## src/sv/sodf_pkg.sv

```systemverilog
// Package: shared types, datapath operation codes, register indexes and fixed-point helpers.
`default_nettype none

package sodf_pkg;

	// Configuration register indexes
	localparam int CFG_IDX_W = 2;
	localparam logic [CFG_IDX_W-1:0] CFG_DAMPING     = 2'd0;
	localparam logic [CFG_IDX_W-1:0] CFG_INV_INERTIA = 2'd1;
	localparam logic [CFG_IDX_W-1:0] CFG_RESPONSE    = 2'd2;

	// Reset value of the inverse inertia register: 1.0 in Q16.16
	localparam logic [31:0] INV_INERTIA_RST = 32'h0001_0000;

	// Radix-4 divider: 48 quotient bits, two per step
	localparam logic [4:0] DIV_STEPS = 5'd24;

	// Datapath operations, one per controller step
	typedef logic [4:0] op_t;
	localparam op_t OP_NONE     = 5'd0;
	localparam op_t OP_LOAD     = 5'd1;
	localparam op_t OP_RESTART  = 5'd2;
	localparam op_t OP_DIV_INIT = 5'd3;
	localparam op_t OP_DIV_STEP = 5'd4;
	localparam op_t OP_VIN      = 5'd5;
	localparam op_t OP_MUL_VDT  = 5'd6;
	localparam op_t OP_NPOS     = 5'd7;
	localparam op_t OP_MUL_K3   = 5'd8;
	localparam op_t OP_ACC_K3   = 5'd9;
	localparam op_t OP_MUL_K1   = 5'd10;
	localparam op_t OP_ACC_K1   = 5'd11;
	localparam op_t OP_NUM      = 5'd12;
	localparam op_t OP_MUL_II   = 5'd13;
	localparam op_t OP_ACCEL    = 5'd14;
	localparam op_t OP_MUL_AHI  = 5'd15;
	localparam op_t OP_ACC_AHI  = 5'd16;
	localparam op_t OP_MUL_ALO  = 5'd17;
	localparam op_t OP_ACC_ALO  = 5'd18;
	localparam op_t OP_DVEL     = 5'd19;
	localparam op_t OP_COMMIT   = 5'd20;

	typedef struct packed {
		op_t op;
	} cmd_t;

	typedef struct packed {
		logic restart;
	} stat_t;

	// Divide a product by 65536, truncating toward zero
	function automatic logic signed [49:0] tdiv_q(input logic signed [65:0] x);
		logic signed [65:0] y;
		y = x + (x[65] ? 66'sd65535 : 66'sd0);
		return y[65:16];
	endfunction

	// True when a 51-bit value does not fit in signed 32 bits
	function automatic logic ovf32(input logic [50:0] v);
		return !((&v[50:31]) || (~|v[50:31]));
	endfunction

	// Clamp a 51-bit value to signed 32 bits
	function automatic logic [31:0] sat32(input logic [50:0] v);
		logic [31:0] r;
		if (ovf32(v)) begin
			r = v[50] ? 32'h8000_0000 : 32'h7FFF_FFFF;
		end else begin
			r = v[31:0];
		end
		return r;
	endfunction

endpackage

`default_nettype wire

```

## src/sv/sodf_ctrl.sv

```systemverilog
// Controller: step sequencer, divider step count and output valid.
`default_nettype none

module sodf_ctrl (
	input  wire logic            clk,
	input  wire logic            arst_n,
	input  wire logic            in_valid,
	output logic                 in_ready,
	output logic                 out_valid,
	input  wire logic            out_ready,
	input  wire sodf_pkg::stat_t stat,
	output sodf_pkg::cmd_t       cmd
);
	import sodf_pkg::*;

	localparam logic [4:0] ST_IDLE     = 5'd0;
	localparam logic [4:0] ST_DIV_INIT = 5'd1;
	localparam logic [4:0] ST_RESTART  = 5'd2;
	localparam logic [4:0] ST_DIV      = 5'd3;
	localparam logic [4:0] ST_VIN      = 5'd4;
	localparam logic [4:0] ST_MUL_VDT  = 5'd5;
	localparam logic [4:0] ST_NPOS     = 5'd6;
	localparam logic [4:0] ST_MUL_K3   = 5'd7;
	localparam logic [4:0] ST_ACC_K3   = 5'd8;
	localparam logic [4:0] ST_MUL_K1   = 5'd9;
	localparam logic [4:0] ST_ACC_K1   = 5'd10;
	localparam logic [4:0] ST_NUM      = 5'd11;
	localparam logic [4:0] ST_MUL_II   = 5'd12;
	localparam logic [4:0] ST_ACCEL    = 5'd13;
	localparam logic [4:0] ST_MUL_AHI  = 5'd14;
	localparam logic [4:0] ST_ACC_AHI  = 5'd15;
	localparam logic [4:0] ST_MUL_ALO  = 5'd16;
	localparam logic [4:0] ST_ACC_ALO  = 5'd17;
	localparam logic [4:0] ST_DVEL     = 5'd18;
	localparam logic [4:0] ST_COMMIT   = 5'd19;

	logic [4:0] state_q, state_d;
	logic [4:0] count_q;
	logic       out_valid_q;
	logic       slot_free;
	logic       publish;

	assign slot_free = !out_valid_q || out_ready;
	assign in_ready  = (state_q == ST_IDLE);
	assign out_valid = out_valid_q;
	assign publish   = (cmd.op == OP_COMMIT) || (cmd.op == OP_RESTART);

	// Next state and datapath command
	always_comb begin
		state_d = state_q;
		cmd.op  = OP_NONE;
		case (state_q)
			ST_IDLE: begin
				if (in_valid) begin
					cmd.op  = OP_LOAD;
					state_d = ST_DIV_INIT;
				end
			end
			ST_DIV_INIT: begin
				cmd.op  = OP_DIV_INIT;
				state_d = stat.restart ? ST_RESTART : ST_DIV;
			end
			ST_RESTART: begin
				if (slot_free) begin
					cmd.op  = OP_RESTART;
					state_d = ST_IDLE;
				end
			end
			ST_DIV: begin
				cmd.op = OP_DIV_STEP;
				if (count_q == DIV_STEPS - 5'd1) begin
					state_d = ST_VIN;
				end
			end
			ST_VIN:     begin cmd.op = OP_VIN;     state_d = ST_MUL_VDT; end
			ST_MUL_VDT: begin cmd.op = OP_MUL_VDT; state_d = ST_NPOS;    end
			ST_NPOS:    begin cmd.op = OP_NPOS;    state_d = ST_MUL_K3;  end
			ST_MUL_K3:  begin cmd.op = OP_MUL_K3;  state_d = ST_ACC_K3;  end
			ST_ACC_K3:  begin cmd.op = OP_ACC_K3;  state_d = ST_MUL_K1;  end
			ST_MUL_K1:  begin cmd.op = OP_MUL_K1;  state_d = ST_ACC_K1;  end
			ST_ACC_K1:  begin cmd.op = OP_ACC_K1;  state_d = ST_NUM;     end
			ST_NUM:     begin cmd.op = OP_NUM;     state_d = ST_MUL_II;  end
			ST_MUL_II:  begin cmd.op = OP_MUL_II;  state_d = ST_ACCEL;   end
			ST_ACCEL:   begin cmd.op = OP_ACCEL;   state_d = ST_MUL_AHI; end
			ST_MUL_AHI: begin cmd.op = OP_MUL_AHI; state_d = ST_ACC_AHI; end
			ST_ACC_AHI: begin cmd.op = OP_ACC_AHI; state_d = ST_MUL_ALO; end
			ST_MUL_ALO: begin cmd.op = OP_MUL_ALO; state_d = ST_ACC_ALO; end
			ST_ACC_ALO: begin cmd.op = OP_ACC_ALO; state_d = ST_DVEL;    end
			ST_DVEL:    begin cmd.op = OP_DVEL;    state_d = ST_COMMIT;  end
			ST_COMMIT: begin
				if (slot_free) begin
					cmd.op  = OP_COMMIT;
					state_d = ST_IDLE;
				end
			end
			default: begin
				state_d = ST_IDLE;
			end
		endcase
	end

	// State, divider count, output valid
	always_ff @(posedge clk or negedge arst_n) begin
		if (!arst_n) begin
			state_q     <= ST_IDLE;
			count_q     <= '0;
			out_valid_q <= 1'b0;
		end else begin
			state_q <= state_d;
			if (state_q == ST_DIV) begin
				count_q <= count_q + 5'd1;
			end else begin
				count_q <= '0;
			end
			if (publish) begin
				out_valid_q <= 1'b1;
			end else if (out_ready) begin
				out_valid_q <= 1'b0;
			end
		end
	end

endmodule

`default_nettype wire

```

## config.mk

```make
export PLATFORM = sky130hd
export DESIGN_NAME = sodf_ctrl
export DESIGN_NICKNAME = d
export VERILOG_FILES = /design/src/sv/sodf_pkg.sv /design/src/sv/sodf_ctrl.sv
export SDC_FILE = /design/constraint.sdc
export NUM_CORES = 1
export LEC_CHECK = 0
export ABC_CLOCK_PERIOD_IN_PS = 3100
export BUFFER_PORTS_ARGS = -buffer_cell sky130_fd_sc_hd__buf_4
export CORE_MARGIN = 2
export CORE_UTILIZATION = 50
export CTS_CLUSTER_DIAMETER = 120
export DETAILED_ROUTE_END_ITERATION = 8
export PLACE_DENSITY = 0.72
export SLEW_MARGIN = 20
export SYNTH_ARGS = -nofsm -noshare
export SYNTH_HDL_FRONTEND = slang
export SYNTH_SLANG_ARGS = --single-unit
```

## constraint.sdc

```tcl
create_clock -name clk -period 3.1 [get_ports clk]
set_input_delay 0.155 -clock clk [delete_from_list [all_inputs] [get_ports clk]]
set_output_delay 0.155 -clock clk [all_outputs]
set_load 0.05 [all_outputs]
```

-- After elaboration in Yosys (flattened, before gate mapping)
Index checks and enable logic that the tools add are counted.
- register bits after elaboration: 11
- input bits: 5
- output and inout bits: 7
- logic and storage cells: 48
- add/sub/neg operators: 1
- equal/unequal tests: 25
- multiplexer cells: 12
- reduce and logical (&&, ||, !) cells: 7
- operator list (kind ; number):
    5-bit case mux with 20 select lines ; 1
    5-bit case mux with 19 select lines ; 1
    5-bit by 4-bit equality test with 1-bit output, second input constant ; 8
    5-bit equality test, second input constant ; 6
    5-bit 2-to-1 mux ; 5
    5-bit by 3-bit equality test with 1-bit output, second input constant ; 4
    5-bit by 2-bit equality test with 1-bit output, second input constant ; 3
    5-bit by 1-bit adder with 5-bit output, second input constant ; 1
    5-bit by 1-bit equality test with 1-bit output, second input constant ; 1
    5-bit zero test ; 1
    1-bit 2-to-1 mux ; 4
    2-bit != test, second input constant ; 2
    3-bit AND reduction ; 1
    1-bit logical OR ; 2
    2-bit 2-to-1 mux ; 1
    2-bit by 1-bit != test with 1-bit output, second input constant ; 1
    2-bit nonzero test ; 1
    2-bit OR reduction ; 1
    1-bit zero test ; 1

-- Longest topological paths before layout
- depth in word-level cells: 7
- depth in mapped cells: 5
- gate-level depth less buffers: 5

-- Worst setup path before layout
Ideal clock, no wire load.
- path type: register to output
- start: reg state_q[2]
- end: out cmd[0] in the netlist's numbering
- arrival: 1.955 ns
- required time: 2.945 ns
- path slack: 0.990 ns
- stages on the path, launching flop included: 6
- buffers on the path: 1
- cells stage by stage: dfrtp_1 -> buf_6 -> or2_4 -> nand2_1 -> nand2_1 -> o21ai_0
- RTL lines (item ; RTL line ; source):
    start, declared ; sodf_ctrl.sv:37 ; logic [4:0] state_q, state_d;
    start signal, assigned ; sodf_ctrl.sv:109 ; state_q <= state_d;
    end, declared ; sodf_ctrl.sv:12 ; output sodf_pkg::cmd_t cmd

==> summary by stage <==
Worst hold path
The cell depth of the worst hold path is 3. The endpoint of the worst hold path is out_valid. The startpoint identified for the worst hold timing path is out_ready.

The tightest min-delay check is of the primary input to register type.

Floorplan
For this design the top-level I/O count stands at 12. The number of rows in the core area is 13. The core area is 1330 sq um.

In this run the horizontal extent of the chip is about 42 um. The height of the die is around 42 um. The die outline area is 1800 sq um. The starting density of the core is roughly 55%.

Clock tree
TritonCTS built the clock tree. The clock latency on the worst-skew pair is between 200 and 300 ps. The clock drives 11 sinks. The post-CTS setup-driven buffer insertion count is 0. Buffers inserted during clock tree synthesis total 3. The tree is rooted in a clkbuf_4.

The maximum number of buffers from clock root to sink is 2. The number of H-tree levels is 1. The clock-pin slew of the registers on the worst-case setup and hold paths is roughly 80 ps.

Placed design
The number of placed cells counting well taps is 103. The HPWL after detailed placement is ~1100 um. The routability congestion estimate from global placement is 0.766. The number of input and output port buffers inserted is 11.

Setup path
Of all nets on the critical path, the largest fanout is 14. The cell with the largest stage delay on the worst path is dfrtp_1. The category of the critical setup timing path is register to output port. The worst setup path is launched from a register. The maximum single-stage delay on the critical path is 640 ps. Counting cells, the worst reg-to-reg path comes to 4. The worst setup path is captured at an output port. Walking the worst path, the cells encountered are and2_1, nand2_1, xor2_1, nor2_1, buf_4. The critical register-to-register path startpoint is state_q[0]. The endpoint of the most critical register-to-register path is state_q[3].

The worst path required time is ~2900 ps. The arrival time of the worst setup path is 1850 ps. For flop-to-flop paths, the worst setup slack is about 1600 ps.

Timing
After layout, the minimum clock period comes to 2000 ps. The total of endpoints with negative setup slack in the final report is 0. The clock arrives with approximately 1.4 ps of skew. At the pin with the least slew margin, the transition time is between 400 and 500 ps. Setup repair after global routing left no endpoint under its margin. The post-route clock period utilization is ~65%. In the final timing run, aggregate negative setup slack is 0 ps. Timing would allow up to 499 MHz. Headroom to the max-slew limit came out at 69.0%. The final hold violation count was 0. The number of max-slew violations in the final report is 0.

Synthesis
After synthesis, the largest area contributor takes up a little under two fifths of total cell area. Counting every net in the synthesized netlist gives 87. By area the synthesized netlist is led by dfrtp_1, nor2_1, nand2_1. Summed over all instances, the cell type with the most area after synthesis is dfrtp_1. The number of synthesized register bits is 11. After synthesis, the netlist uses 34 different library cells. The mean cell area of the mapped netlist is about 9.1 sq um. The async set-reset flop share out of synthesis is 100%.

Counting flops with a built-in enable in the synthesized netlist gives 0. The mapped cell area is around 740 sq um. Counting every instance in the synthesized netlist gives 81.

In the synthesized netlist the dominant register cell turns out to be dfrtp_1. The sequential share of the synthesized area is a little under two fifths. The number of synthesis warnings is 0. The commonest cells after synthesis are dfrtp_1, nor2_1, nand2_1.

Global route
The via count of the first global-routing pass was between 500 and 600. The first global-routing pass estimated between 2000 and 2500 um of wire. The number of antenna violations at the first check in global routing was 0. Across every metal layer, demand over resource in global routing totals 18.3%. The maximum number of pins on one net before global-route repair is 15. Summed over all layers, the global routing overflow is 0.

Drt
The vias after detailed routing is approximately 600. The count of nets left with antenna violations once routing finished came out at 0. The detailed-route vias per instance is 5.57. After detailed routing, the number of remaining DRC violations is 0.

The total length of routed wires is 1450 um. The detailed router finished its first iteration with 22 violations. The average wire per cell in the routed design is 13.4 um. The total iterations of the first detailed-routing run is 5.

Layout
From synthesis to final layout, the design area changed by 14.0%. Counting the fill cells in the layout gives 121. The post-route non-filler standard cell count is about 110. Once layout is complete, the utilization of the core stands at ~63%. The number of nets in the layout is 100. The layout cell share with drive strength beyond 1 is between 20 and 30%. The number of antenna repair diodes is 0.

Outcome
The flow ran to the end, and the final reports show no timing, DRC or antenna violations.

Run
The count of max-cap constraint violations is 0.
per-layer routing:
| layer | wire length, um | up-vias | share of wire (%) | track usage (%) |
|---|---|---|---|---|
| li1 | - | 306 | - | - |
| met1 | 703 | 280 | 48 | 26.1 |
| met2 | 669 | 11 | 46 | 27.4 |
| met3 | 52 | 5 | 3.6 | 3.88 |
| met4 | 24 | 0 | 1.7 | 5.63 |
| met5 | 0 | - | 0 | 0 |
how the worst max path moves through the flow:
stage / start / end / slack (ps) / depth (start not counted)
after global placement: state_q[0] / cmd[3] / 1440 / 5
after detailed placement: state_q[0] / cmd[3] / 1430 / 5
final: state_q[0] / cmd[3] / 1100 / 5
after floorplan: state_q[2] / cmd[0] / 990 / 5
after CTS: state_q[0] / cmd[3] / 1110 / 5
after global routing: state_q[0] / cmd[3] / 970 / 5
flip-flops by register name (all words and copies together) (netlist names):
| signal | cells |
|---|---|
| out_valid | 1 |
| count_q | 5 |
| state_q | 5 |
worst max-delay path, delay by kind of cell (launching register included):
family / cells / cell delay, ps
XOR/XNOR: 1 / 160
AND/OR/NAND/NOR: 3 / 570
flip-flops: 1 / 640
buffers and inverters: 1 / 200
per-stage QoR:
stage | area [sq um] | setup slack [ps] | hold slack [ps]
floorplan | 739 | 990 | -141
global placement | 806 | 1440 | -0.898
detailed placement | 806 | 1430 | 0.556
CTS | 843 | 1110 | 215
global route | 843 | 967 | 234
finish | 843 | 1100 | 212
kinds of logic after synthesis:
kind of cell,Yosys count,share of synthesized area (%)
compound gates,14,14.9
buf+inv,6,5.75
fa+ha+maj,2,3.21
simple gates,42,31.8
xor+xnor,6,7.11
flops,11,37.2
placed cells by master (no fill, tap or decap), types with 2 or more instances in the layout:
cell type,netlist,layout
nor2_1,11,11
dfrtp_1,11,11
buf_4,1,11
nand2_1,10,10
o21ai_0,4,4
nand3_1,4,4
xor2_1,4,4
nor3_1,3,3
clkbuf_4,0,3
nor2_4,2,2
nand2_4,2,2
nand4_1,2,2
a21oi_1,2,2
xnor2_1,2,2
and3_1,2,2
layout make-up:
class                   instances  area, sq um  share of cell area, %
clock buffers                   3         22.5                   2.67
clock inverters                 1         5.00                  0.593
inverters                       2         7.51                  0.890
multi-input cells              64          422                   50.0
flip-flops and latches         11          275                   32.6
well taps                      15         18.8                   2.23
repair buffers                 12         92.6                   11.0
what timing repair did:
item	in CTS	in global routing
hold buffers	1	0
endpoints found under the hold margin	11	0
resized for setup	0	0
Power is left out: the tool's default activity adds up to more than one toggle a clock period on the data nets, which glitch-free logic cannot reach.
